===== config.mk =====
export PLATFORM = sky130hd
export DESIGN_NAME = weighted_channel_hop_scheduler
export DESIGN_NICKNAME = d
export VERILOG_FILES = /design/src/rtl/wchs_pkg.sv /design/src/rtl/weighted_channel_hop_scheduler.sv
export SDC_FILE = /design/constraint.sdc
export NUM_CORES = 1
export LEC_CHECK = 0
export CAP_MARGIN = 0
export CORE_MARGIN = 3
export CORE_UTILIZATION = 52
export DETAILED_ROUTE_END_ITERATION = 12
export DONT_BUFFER_PORTS = 1
export PLACE_DENSITY_LB_ADDON = 0.05
export SYNTH_ARGS = -nofsm -noshare
export SYNTH_HDL_FRONTEND = slang
export SYNTH_SLANG_ARGS = --single-unit

===== constraint.sdc =====
create_clock -name i_clk -period 10.35 [get_ports i_clk]
set_input_delay 1.035 -clock i_clk [delete_from_list [all_inputs] [get_ports i_clk]]
set_output_delay 1.035 -clock i_clk [all_outputs]
set_load 0.02 [all_outputs]

===== src/rtl/wchs_pkg.sv =====
// ============================================================================
// Weighted channel hop scheduler - package
// Widths, register indices, reset values and the accumulator saturation.
// ============================================================================
`default_nettype none

package wchs_pkg;

    localparam int CFG_W      = 64;
    localparam int CFG_IDX_W  = 3;
    localparam int CHAN_OUT_W = 8;
    localparam int SLOT_OUT_W = 3;
    localparam int SC_W       = 4;
    localparam int PRIO_W     = 8;
    localparam int PW_W       = 4;
    localparam int DWELL_W    = 16;
    localparam int DEFER_W    = 10;
    localparam int ACC_W      = 8;
    localparam int CALC_W     = 12;
    localparam int TOT_W      = 9;
    // Active slot count, holds 0 to 15.
    localparam int CNT_W      = 5;
    localparam int PCNT_W     = 4;

    localparam logic [PW_W-1:0]    PW_RESET    = 4'd1;
    localparam logic [DWELL_W-1:0] DWELL_RESET = 16'd100;
    localparam logic [DEFER_W-1:0] DEFER_RESET = 10'd100;

    localparam logic signed [CALC_W-1:0] ACC_MAX = 12'sd127;
    localparam logic signed [CALC_W-1:0] ACC_MIN = -12'sd128;

    typedef enum logic [CFG_IDX_W-1:0] {
        REG_SLOT_COUNT      = 3'd0,
        REG_CHANNEL_LIST    = 3'd1,
        REG_PRIORITY_MASK   = 3'd2,
        REG_PRIORITY_WEIGHT = 3'd3,
        REG_DWELL_TICKS     = 3'd4,
        REG_MAX_DEFER_TICKS = 3'd5
    } t_cfg_reg;

    typedef logic signed [ACC_W-1:0] t_acc;

    // Clamp a widened accumulator result back into the signed 8-bit range.
    function automatic t_acc sat_acc(input logic signed [CALC_W-1:0] v);
        t_acc res;
        if (v > ACC_MAX) begin
            res = t_acc'(ACC_MAX);
        end else if (v < ACC_MIN) begin
            res = t_acc'(ACC_MIN);
        end else begin
            res = t_acc'(v);
        end
        return res;
    endfunction

endpackage

`default_nettype wire


===== src/rtl/weighted_channel_hop_scheduler.sv =====
// ============================================================================
// Weighted channel hop scheduler
// Smooth weighted round-robin channel hopping with dwell and burst deferral.
// ============================================================================
// Each input transaction is one tick. The block accepts one tick per clock
// cycle while its input is not stalled and returns the hop it causes, if any,
// through the result register: the tick is captured in an input register,
// and from there the whole hop decision (weight add on every slot, the argmax
// tree, the total subtraction and the channel select) runs as one pass of
// combinational logic into the result register. That single pass between the
// two registers sets the rate. The input side stalls only while a result sits
// in the result register and the output side is stalled; there is no clearing
// pass after reset.
`default_nettype none

module weighted_channel_hop_scheduler
    import wchs_pkg::*;
#(
    parameter int SLOTS        = 8,
    parameter int CHANNEL_BITS = 8
) (
    input  wire logic                  i_clk,
    input  wire logic                  i_rst_n,
    // Configuration write port
    input  wire logic                  i_cfg_we,
    input  wire logic [CFG_IDX_W-1:0]  i_cfg_idx,
    input  wire logic [CFG_W-1:0]      i_cfg_data,
    // Tick input channel
    input  wire logic                  i_valid,
    output logic                       o_stall,
    input  wire logic                  i_hop_enable,
    input  wire logic                  i_burst_active,
    // Hop result channel
    output logic                       o_valid,
    input  wire logic                  i_stall,
    output logic [CHAN_OUT_W-1:0]      o_channel,
    output logic [SLOT_OUT_W-1:0]      o_slot
);

    // Width of a slot index, and the leaf count of the argmax tree, which is
    // the slot count rounded up to a power of two.
    localparam int SIDX_W     = (SLOTS > 1) ? $clog2(SLOTS) : 1;
    localparam int TREE_N     = 1 << SIDX_W;
    localparam int NODES      = 2 * TREE_N - 1;
    // Channel bits that survive the 8-bit output mask.
    localparam int CH_W       = (CHANNEL_BITS > CHAN_OUT_W) ? CHAN_OUT_W : CHANNEL_BITS;
    // The channel list is padded with zeros so that slots lying past its end
    // read channel zero without any range check.
    localparam int EXT_W      = CFG_W + SLOTS * CHANNEL_BITS;
    // Only the first eight slots have a bit in the priority mask.
    localparam int PRIO_SLOTS = (SLOTS < PRIO_W) ? SLOTS : PRIO_W;

    // ------------------------------------------------------------------------
    // Configuration registers
    // ------------------------------------------------------------------------
    logic [SC_W-1:0]    r_slot_count;
    logic [CFG_W-1:0]   r_channel_list;
    logic [PRIO_W-1:0]  r_prio_mask;
    logic [PW_W-1:0]    r_prio_weight;
    logic [DWELL_W-1:0] r_dwell_ticks;
    logic [DEFER_W-1:0] r_max_defer;

    always_ff @(posedge i_clk) begin
        if (!i_rst_n) begin
            r_slot_count   <= '0;
            r_channel_list <= '0;
            r_prio_mask    <= '0;
            r_prio_weight  <= PW_RESET;
            r_dwell_ticks  <= DWELL_RESET;
            r_max_defer    <= DEFER_RESET;
        end else if (i_cfg_we) begin
            unique case (t_cfg_reg'(i_cfg_idx))
                REG_SLOT_COUNT:      r_slot_count   <= i_cfg_data[SC_W-1:0];
                REG_CHANNEL_LIST:    r_channel_list <= i_cfg_data;
                REG_PRIORITY_MASK:   r_prio_mask    <= i_cfg_data[PRIO_W-1:0];
                REG_PRIORITY_WEIGHT: r_prio_weight  <= i_cfg_data[PW_W-1:0];
                REG_DWELL_TICKS:     r_dwell_ticks  <= i_cfg_data[DWELL_W-1:0];
                REG_MAX_DEFER_TICKS: r_max_defer    <= i_cfg_data[DEFER_W-1:0];
                default: begin
                    // Indices beyond the register list are ignored.
                end
            endcase
        end
    end

    // ------------------------------------------------------------------------
    // Handshake and pipeline control
    // ------------------------------------------------------------------------
    // r_in_* is the input register; r_out_* is the result register. A tick
    // held in the input register moves on when the result register is empty
    // or is being emptied in this cycle.
    logic r_in_valid;
    logic r_in_enable;
    logic r_in_burst;
    logic r_out_valid;
    logic [CHAN_OUT_W-1:0] r_channel;
    logic [SLOT_OUT_W-1:0] r_slot;

    logic advance;
    logic in_accept;

    assign advance   = r_in_valid && (!r_out_valid || !i_stall);
    assign o_stall   = r_in_valid && !advance;
    assign in_accept = i_valid && !o_stall;

    // ------------------------------------------------------------------------
    // Schedule state
    // ------------------------------------------------------------------------
    t_acc               r_acc [SLOTS];
    logic [DWELL_W-1:0] r_dwell_count;
    logic [DEFER_W-1:0] r_defer_count;
    logic               r_started;

    // ------------------------------------------------------------------------
    // Slot activity and weights
    // ------------------------------------------------------------------------
    logic [CNT_W-1:0]  act_cnt;
    logic [SLOTS-1:0]  act;
    logic [PW_W-1:0]   pw;
    logic [PW_W-1:0]   weight [SLOTS];
    logic [PCNT_W-1:0] prio_cnt;
    logic [7:0]        prio_extra;
    logic [TOT_W-1:0]  total;

    always_comb begin
        // A slot count above the number of slots counts as all of them.
        if (CNT_W'(r_slot_count) > CNT_W'(SLOTS)) begin
            act_cnt = CNT_W'(SLOTS);
        end else begin
            act_cnt = CNT_W'(r_slot_count);
        end
        pw = (r_prio_weight > PW_RESET) ? r_prio_weight : PW_RESET;
        for (int i = 0; i < SLOTS; i++) begin
            act[i]    = CNT_W'(i) < act_cnt;
            weight[i] = PW_RESET;
        end
        prio_cnt = '0;
        for (int i = 0; i < PRIO_SLOTS; i++) begin
            if (r_prio_mask[i]) begin
                weight[i] = pw;
            end
            prio_cnt = prio_cnt + PCNT_W'(r_prio_mask[i] && act[i]);
        end
        // Total weight is one per active slot plus the extra weight carried
        // by each active priority slot.
        prio_extra = 8'(pw - PW_RESET) * 8'(prio_cnt);
        total      = TOT_W'(act_cnt) + TOT_W'(prio_extra);
    end

    // ------------------------------------------------------------------------
    // Accumulator update and argmax
    // ------------------------------------------------------------------------
    t_acc              acc_add  [SLOTS];
    t_acc              acc_new  [SLOTS];
    t_acc              node_val [NODES];
    logic [SIDX_W-1:0] node_idx [NODES];
    logic              node_ok  [NODES];
    logic [SIDX_W-1:0] best;

    always_comb begin
        for (int i = 0; i < SLOTS; i++) begin
            if (act[i]) begin
                acc_add[i] = sat_acc(CALC_W'(r_acc[i])
                                     + CALC_W'($signed({1'b0, weight[i]})));
            end else begin
                acc_add[i] = r_acc[i];
            end
        end
        // Leaves of the tree; padding leaves and inactive slots never win.
        for (int i = 0; i < TREE_N; i++) begin
            node_idx[TREE_N - 1 + i] = SIDX_W'(i);
            if (i < SLOTS) begin
                node_val[TREE_N - 1 + i] = acc_add[i];
                node_ok[TREE_N - 1 + i]  = act[i];
            end else begin
                node_val[TREE_N - 1 + i] = '0;
                node_ok[TREE_N - 1 + i]  = 1'b0;
            end
        end
        // The left child covers lower slot indices, so preferring it on a tie
        // selects the first slot holding the largest value.
        for (int k = TREE_N - 2; k >= 0; k--) begin
            if (node_ok[2*k+1] && (!node_ok[2*k+2] || node_val[2*k+1] >= node_val[2*k+2]))
            begin
                node_val[k] = node_val[2*k+1];
                node_idx[k] = node_idx[2*k+1];
                node_ok[k]  = node_ok[2*k+1];
            end else begin
                node_val[k] = node_val[2*k+2];
                node_idx[k] = node_idx[2*k+2];
                node_ok[k]  = node_ok[2*k+2];
            end
        end
        best = node_idx[0];
        for (int i = 0; i < SLOTS; i++) begin
            if (SIDX_W'(i) == best) begin
                acc_new[i] = sat_acc(CALC_W'(acc_add[i])
                                     - CALC_W'($signed({1'b0, total})));
            end else begin
                acc_new[i] = acc_add[i];
            end
        end
    end

    // ------------------------------------------------------------------------
    // Channel and slot of the chosen entry
    // ------------------------------------------------------------------------
    logic [EXT_W-1:0]             ext_list;
    logic [CHAN_OUT_W-1:0]        slot_chan [SLOTS];
    logic [CHAN_OUT_W-1:0]        best_chan;
    logic [SIDX_W+SLOT_OUT_W-1:0] best_wide;

    always_comb begin
        ext_list = {(EXT_W - CFG_W)'(0), r_channel_list};
        for (int i = 0; i < SLOTS; i++) begin
            slot_chan[i] = CHAN_OUT_W'(ext_list[i*CHANNEL_BITS +: CH_W]);
        end
        best_chan = slot_chan[best];
        best_wide = {SLOT_OUT_W'(0), best};
    end

    // ------------------------------------------------------------------------
    // Dwell and deferral decision
    // ------------------------------------------------------------------------
    logic [DWELL_W-1:0] dwell;
    logic [DWELL_W-1:0] dwell_inc;
    logic               dwell_done;
    logic               run;
    logic               defer_now;
    logic               hop;

    always_comb begin
        // A dwell of zero behaves as one: hop on every tick not deferred by a burst.
        dwell      = (r_dwell_ticks == '0) ? DWELL_W'(1) : r_dwell_ticks;
        dwell_inc  = (r_dwell_count < dwell) ? r_dwell_count + DWELL_W'(1) : r_dwell_count;
        dwell_done = dwell_inc >= dwell;
        run        = r_in_enable && (act_cnt != '0);
        defer_now  = r_started && dwell_done && r_in_burst && (r_defer_count < r_max_defer);
        // The first enabled tick hops at once.
        hop        = run && (!r_started || (dwell_done && !defer_now));
    end

    // ------------------------------------------------------------------------
    // Registers: control and schedule state
    // ------------------------------------------------------------------------
    always_ff @(posedge i_clk) begin
        if (!i_rst_n) begin
            r_in_valid    <= 1'b0;
            r_out_valid   <= 1'b0;
            r_dwell_count <= '0;
            r_defer_count <= '0;
            r_started     <= 1'b0;
            for (int i = 0; i < SLOTS; i++) begin
                r_acc[i] <= '0;
            end
        end else begin
            if (in_accept) begin
                r_in_valid <= 1'b1;
            end else if (advance) begin
                r_in_valid <= 1'b0;
            end

            if (advance) begin
                r_out_valid <= hop;
            end else if (!i_stall) begin
                r_out_valid <= 1'b0;
            end

            if (advance) begin
                if (!run) begin
                    // Disabled tick or no slots: the schedule starts over.
                    r_dwell_count <= '0;
                    r_defer_count <= '0;
                    r_started     <= 1'b0;
                    for (int i = 0; i < SLOTS; i++) begin
                        r_acc[i] <= '0;
                    end
                end else if (hop) begin
                    r_dwell_count <= '0;
                    r_defer_count <= '0;
                    r_started     <= 1'b1;
                    for (int i = 0; i < SLOTS; i++) begin
                        r_acc[i] <= acc_new[i];
                    end
                end else begin
                    r_dwell_count <= dwell_inc;
                    if (defer_now) begin
                        r_defer_count <= r_defer_count + DEFER_W'(1);
                    end
                end
            end
        end
    end

    // ------------------------------------------------------------------------
    // Registers: payload
    // ------------------------------------------------------------------------
    always_ff @(posedge i_clk) begin
        if (in_accept) begin
            r_in_enable <= i_hop_enable;
            r_in_burst  <= i_burst_active;
        end
        if (advance && hop) begin
            r_channel <= best_chan;
            r_slot    <= best_wide[SLOT_OUT_W-1:0];
        end
    end

    assign o_valid   = r_out_valid;
    assign o_channel = r_channel;
    assign o_slot    = r_slot;

endmodule

`default_nettype wire


=== After elaboration in Yosys (flattened, before gate mapping) ===
Memory sizes are Yosys's and may differ from the RTL's.
Cells that the tools add are included.

* Register bits: 148
* RAM bits: 64
* Bits of input ports: 74
* Output and inout bits: 13
* Word-level logic and storage cells: 308
* Memories: 1

{| class="wikitable"
|+ Memories
! memory !! words !! bits a word !! read ports !! clocked after Yosys merged registers in !! write ports !! line !! source
|-
| r_acc || 8 || 8 || 8 || 0 || 8 || weighted_channel_hop_scheduler.sv:109 || <nowiki>t_acc r_acc [SLOTS];</nowiki>
|}

* $add $sub $neg: 27
* Multipliers: 1
* $lt $le $gt $ge: 53
* Eq/ne operators: 15
* Multiplexer cells: 119
* Bitwise logic cells: 17
* Reduce and logical (&&, ||, !) cells: 60

{| class="wikitable"
|+ Operators by type and width
! operator !! count
|-
| 8-bit two-way mux || 72
|-
| 11-bit by 8-bit greater-than comparator with 1-bit output (second input constant) || 8
|-
| 11-bit by 8-bit < comparator with 1-bit output (second input constant) || 8
|-
| 8-bit by 10-bit subtractor with 11-bit output || 8
|-
| 8-bit by 5-bit adder with 9-bit output || 8
|-
| 9-bit by 8-bit greater-than comparator with 1-bit output (second input constant) || 8
|-
| 9-bit by 8-bit < comparator with 1-bit output (second input constant) || 8
|-
| 16-bit two-way mux || 4
|-
| 8-bit greater-or-equal comparator || 7
|-
| 4-bit two-way mux || 10
|-
| 10-bit two-way mux || 3
|-
| 1-bit two-way mux || 26
|-
| 1-bit logical AND || 25
|-
| 8-bit binary-select mux with 3-bit select || 1
|-
| 3-bit by 5-bit < comparator with 1-bit output (first input constant) || 4
|-
| 16-bit by 1-bit adder with 16-bit output (second input constant) || 1
|-
| 4-bit by 1-bit adder with 4-bit output || 4
|-
| 16-bit greater-or-equal comparator || 1
|-
| 16-bit logical NOT || 1
|-
| 16-bit < comparator || 1
|-
| 1-bit OR || 16
|-
| 2-bit AND reduction || 8
|-
| 1-bit logical NOT || 13
|-
| 3-bit equality test (first input constant) || 4
|-
| 26 further kinds || 43
|}

=== Logic depth before layout (Yosys ltp) ===
* Depth after elaboration: 24
* Depth in mapped cells: 51
* Gate-level depth less buffers: 47

=== Least setup slack after synthesis ===
OpenSTA, ideal clock, no wires.

* Path type: reg-to-reg
* Start: register r_slot_count[3]
* End: memory r_acc[0][0] in the netlist's numbering
* Setup time: 117 ps
* Arrival time: 9372 ps
* Required time: 10233 ps
* Setup slack: 861 ps
* Cell stages (with the launch flop): 36
* Path buffers: 5
* Period minus slack after synthesis: 9489 ps
* Cell sequence: dfxtp_1 buf_2 clkbuf_1 or3_1 buf_2 or2_2 clkbuf_1 clkbuf_1 and2_1 fa_1 inv_1 fa_1 fa_1 inv_1 ha_1 fa_1 xnor2_1 nor2_1 ha_1 ha_1 inv_1 fa_1 fa_1 inv_1 ha_1 nand2b_1 a21boi_0 nand3_1 xor2_1 ha_1 or4_1 o311ai_0 nor3b_1 o31ai_1 o211ai_1 a32o_1

{| class="wikitable"
|+ RTL lines
! element !! line !! source
|-
| from (decl) || weighted_channel_hop_scheduler.sv:56 || <nowiki>logic [SC_W-1:0] r_slot_count;</nowiki>
|-
| from (signal assigned) || weighted_channel_hop_scheduler.sv:73 || <nowiki>REG_SLOT_COUNT: r_slot_count <= i_cfg_data[SC_W-1:0];</nowiki>
|-
| to (decl) || weighted_channel_hop_scheduler.sv:109 ||
|}

=== Final worst setup path ===
* Start: register r_prio_weight[3]
* End: register r_channel[1], in the netlist o_channel[1], data pin

* Word-level cells in the longest chain between the ends: 24
* Elaborated cells between the ends (all ways): 105
* Those cells by class: add/sub: 8; order compare: 24; mux: 55; bitwise: 1; reduce/logical: 17

{| class="wikitable"
|+ RTL lines
! element !! line !! source
|-
| from (decl) || weighted_channel_hop_scheduler.sv:59 || <nowiki>logic [PW_W-1:0] r_prio_weight;</nowiki>
|-
| from (signal assigned) || weighted_channel_hop_scheduler.sv:76 || <nowiki>REG_PRIORITY_WEIGHT: r_prio_weight <= i_cfg_data[PW_W-1:0];</nowiki>
|-
| 4-bit by 1-bit greater-than comparator with 1-bit output || weighted_channel_hop_scheduler.sv:132 || <nowiki>pw = (r_prio_weight > PW_RESET) ? r_prio_weight : PW_RESET;</nowiki>
|-
| 4-bit two-way mux * || weighted_channel_hop_scheduler.sv:132 ||
|-
| 4-bit two-way mux || weighted_channel_hop_scheduler.sv:139 || <nowiki>if (r_prio_mask[i]) begin</nowiki>
|-
| 8-bit by 5-bit adder with 9-bit output || weighted_channel_hop_scheduler.sv:164 || <nowiki>+ CALC_W'($signed({1'b0, weight[i]})));</nowiki>
|-
| 9-bit by 8-bit < comparator with 1-bit output || wchs_pkg.sv:48 || <nowiki>end else if (v < ACC_MIN) begin</nowiki>
|-
| 8-bit two-way mux || wchs_pkg.sv:48 ||
|-
| 8-bit two-way mux || wchs_pkg.sv:46 || <nowiki>if (v > ACC_MAX) begin</nowiki>
|-
| 8-bit two-way mux || weighted_channel_hop_scheduler.sv:162 || <nowiki>if (act[i]) begin</nowiki>
|-
| [8 not listed] || n/a ||
|-
| 8-bit greater-or-equal comparator / 1-bit logical NOT (equally long branches) || weighted_channel_hop_scheduler.sv:183 || <nowiki>if (node_ok[2*k+1] && (!node_ok[2*k+2] || node_val[2*k+1] >= node_val[2*k+2]))</nowiki>
|-
| 1-bit logical OR || weighted_channel_hop_scheduler.sv:183 ||
|-
| 1-bit logical AND || weighted_channel_hop_scheduler.sv:183 ||
|-
| 3-bit two-way mux * || weighted_channel_hop_scheduler.sv:183 ||
|-
| 3-bit inverter with 4-bit output (implied by the code) * || weighted_channel_hop_scheduler.sv:218 || <nowiki>best_chan = slot_chan[best];</nowiki>
|-
| 8-bit binary-select mux with 3-bit select * || weighted_channel_hop_scheduler.sv:218 ||
|-
| 8-bit two-way mux (implied by the code) * (2 in series) || weighted_channel_hop_scheduler.sv:218 ||
|-
| named net best_chan[1] || weighted_channel_hop_scheduler.sv:210 || <nowiki>logic [CHAN_OUT_W-1:0] best_chan;</nowiki>
|-
| to (signal assigned) || weighted_channel_hop_scheduler.sv:304 || <nowiki>r_channel <= best_chan;</nowiki>
|-
| to (decl) || weighted_channel_hop_scheduler.sv:96 || <nowiki>logic [CHAN_OUT_W-1:0] r_channel;</nowiki>
|}

Mark *: on every way through the listed nets, which the timed path passes. The rest lies on a longest branch. The select of a mux whose other input is x is not followed.
A chain may end at the register's enable or synchronous reset.

==> run metrics <==
number of H-tree levels 1; Die Area 0.0416 sq mm; pin count of the biggest net entering global routing 102; CTS sink count 212; GRT Total Usage 0.290; Tot Pwr 2.39 mW; Power Density 108 mW/mm^2; period utilization 0.935; Reg-to-Reg Start r_prio_weight[3]$_SDFFE_PN0P_; Slew Limit Fails 0; CP max stage cell or4_1; DP HPWL 47100 um; Routed WL 62000 um; hold path depth 2; RSZ-0062 raised after global routing yes; crit path capture type register; via count 19344; wire length of the first global-routing pass 98100 um; min Tclk post-route 9.68 ns; HP Class register to register; R2R Setup Slk 0.67 ns; R2R depth 49; Post-synth top flop dfxtp_1; Avg Synthesized Cell Area 7.79 sq um; grt total ovfl 0; fmax 0.103 GHz; TritonRoute pass-1 iters 5; initial core utilization 0.535; Root Driver clkbuf_16; # DRC 0; measured slew at the worst slew-check pin 1.27 ns; Worst setup endpoint o_channel[1]$_DFFE_PP_; Max-Cap Viols 0; Nets 2934; CTS tree built; number of distinct library cells after synthesis 111; leakage 9.01 nW; Final Hold Vio Count 0; Post-Synthesis Cells 2618; worst setup path start r_prio_weight[3]$_SDFFE_PN0P_; Syn Nets 2937; Post-Syn Area 0.0204 sq mm; Post-synth ARST share 0; WS Path Type register to register; Critical Path RT 10.75 ns; vias in the first global route 18490; status completed; post-synthesis register bit count 212; Max VDD drop 131 uV; skew final 0.0239 ns; Fillers 3561; core area 0.0381 sq mm; reg2reg end o_channel[1]$_DFFE_PP_; Hold WS 0.454 ns; I/O pin count 87; IO Port Bufs 0; max_slew headroom 0.152; Ys Warns 0; initial antenna violation count 0; clk buf depth 3; Post-synth EDFFs 69; Antenna Cells 0; most used cell along the critical path a21o_1; share of cells above drive strength 1 0.0812; CP Data Arrival Time 10.08 ns; post-DR wirelength/cell 19.7 um; Die Ht 204 um; antenna viol nets, final 0; Area Growth Syn to Fin 8.88%; row count 71; Worst-Skew Late Latency 0.56 ns; sequential-to-total area share from yosys stat 0.242; most common cell after layout, fill and taps aside nand2_1; DRT iter0 DRCs 1370; CTS buffer count 27; routability cong. 0.944; critical path peak fanout 14; Setup Viol. Count Final 0; commonest non-fill, non-tap cells in the layout nand2_1 (397), a21oi_1 (251), ha_1 (222); Largest stage delay, worst path 0.50 ns; CP startpoint kind register; via density per instance 6.15; hold-fix buffer count after cts 0; Worst-path clk slew 0.06 ns; Die W 204 um
where the power goes:
group	leakage [nW]	switching, mW	internal (mW)
clock network	0.471	0.400	0.607
registers	1.86	0.0212	0.881
logic	6.69	0.294	0.184
synth_stat cells, types with 36 or more instances:
cell      count  area (sq um)
dfxtp_1     143          2860
clkbuf_1     83           312
o21a_1       36           270
edfxtp_1     69          2070
a21o_1       52           390
xnor2_1      71           622
a21oi_1     252          1260
inv_1       180           676
nor2b_1      37           231
nor3_1       36           180
nor2_1      176           661
ha_1        222          2780
nand2_1     399          1500
nand3_1      53           265
and2_1       40           250
o21ai_0     139           696
layer usage:
metal | vias up | share of wire | GRT usage
met3 | 130 | 0.061 | 0.0470
met2 | 592 | 0.46 | 0.488
li1 | 9446 | - | -
met4 | 0 | 0.037 | 0.105
met1 | 9176 | 0.44 | 0.377
met5 | - | 0 | 0
logic make-up after synthesis:
group                    Yosys count  share of synthesized area
adder cells (fa/ha/maj)          246                      0.159
buffers and inverters            280                     0.0538
XOR/XNOR                         103                     0.0442
flip-flops                       212                      0.242
AO/OA/AOI/OAI                    796                      0.254
AND/OR/NAND/NOR                  916                      0.210
multiplexers                      65                     0.0361
area by class of cell:
cell class                      count  area (sq um)  area share
Tap cell                          511           639      0.0288
Sequential cell                   212          4930       0.222
Timing Repair Buffer               66           526      0.0237
Multi-Input combinational cell   2126         14400       0.651
Clock buffer                       39           857      0.0386
Clock inverter                     11           111     0.00502
Inverter                          182           684      0.0308
worst min-delay path by stage:
stage	from	to	slack [ns]
after floorplan	r_channel_list[34]$_SDFFE_PN0P_	r_channel_list[34]$_SDFFE_PN0P_	0.43
after CTS	r_channel_list[48]$_SDFFE_PN0P_	r_channel_list[48]$_SDFFE_PN0P_	0.45
after detailed placement	r_channel_list[48]$_SDFFE_PN0P_	r_channel_list[48]$_SDFFE_PN0P_	0.45
after global placement	r_channel_list[2]$_SDFFE_PN0P_	r_channel_list[2]$_SDFFE_PN0P_	0.44
final	r_channel_list[49]$_SDFFE_PN0P_	r_channel_list[49]$_SDFFE_PN0P_	0.45
after global routing	r_channel_list[48]$_SDFFE_PN0P_	r_channel_list[48]$_SDFFE_PN0P_	0.47
flip-flops by register name (all words and copies together) (netlist names), 3 cells and up:
| signal | flops |
|---|---|
| r_defer_count | 10 |
| r_dwell_ticks | 16 |
| o_slot | 3 |
| r_slot_count | 4 |
| r_dwell_count | 16 |
| o_channel | 8 |
| r_acc | 64 |
| r_prio_mask | 8 |
| r_max_defer | 10 |
| r_channel_list | 64 |
| r_prio_weight | 4 |
metrics by stage:
stage | setup WS, ns | setup TNS, ns | instance area [sq um] | cells | utilization
global route | -0.00622 | -0.00622 | 22200 | 3147 | 0.583
CTS | 0.158 | 0 | 22100 | 3141 | 0.579
floorplan | 0.861 | 0 | 20400 | 2618 | -
global placement | 0.594 | 0 | 21100 | 3091 | 0.554
finish | 0.668 | 0 | 22200 | 3147 | 0.583
detailed placement | 0.203 | 0 | 21100 | 3091 | 0.554
worst max-delay path: cells and delay by family (launching register included):
kind	cells	cell delay, ns
fa+ha+maj	5	1.35
simple gates	12	2.06
mux	2	0.62
buf+inv	6	0.94
flops	1	0.33
compound gates	24	4.20
repair_timing:
item	in CTS	in global routing
resized for setup	0	18
buffers inserted	0	5
setup endpoints to repair	0	73
Power figures use the tool's default switching activity.
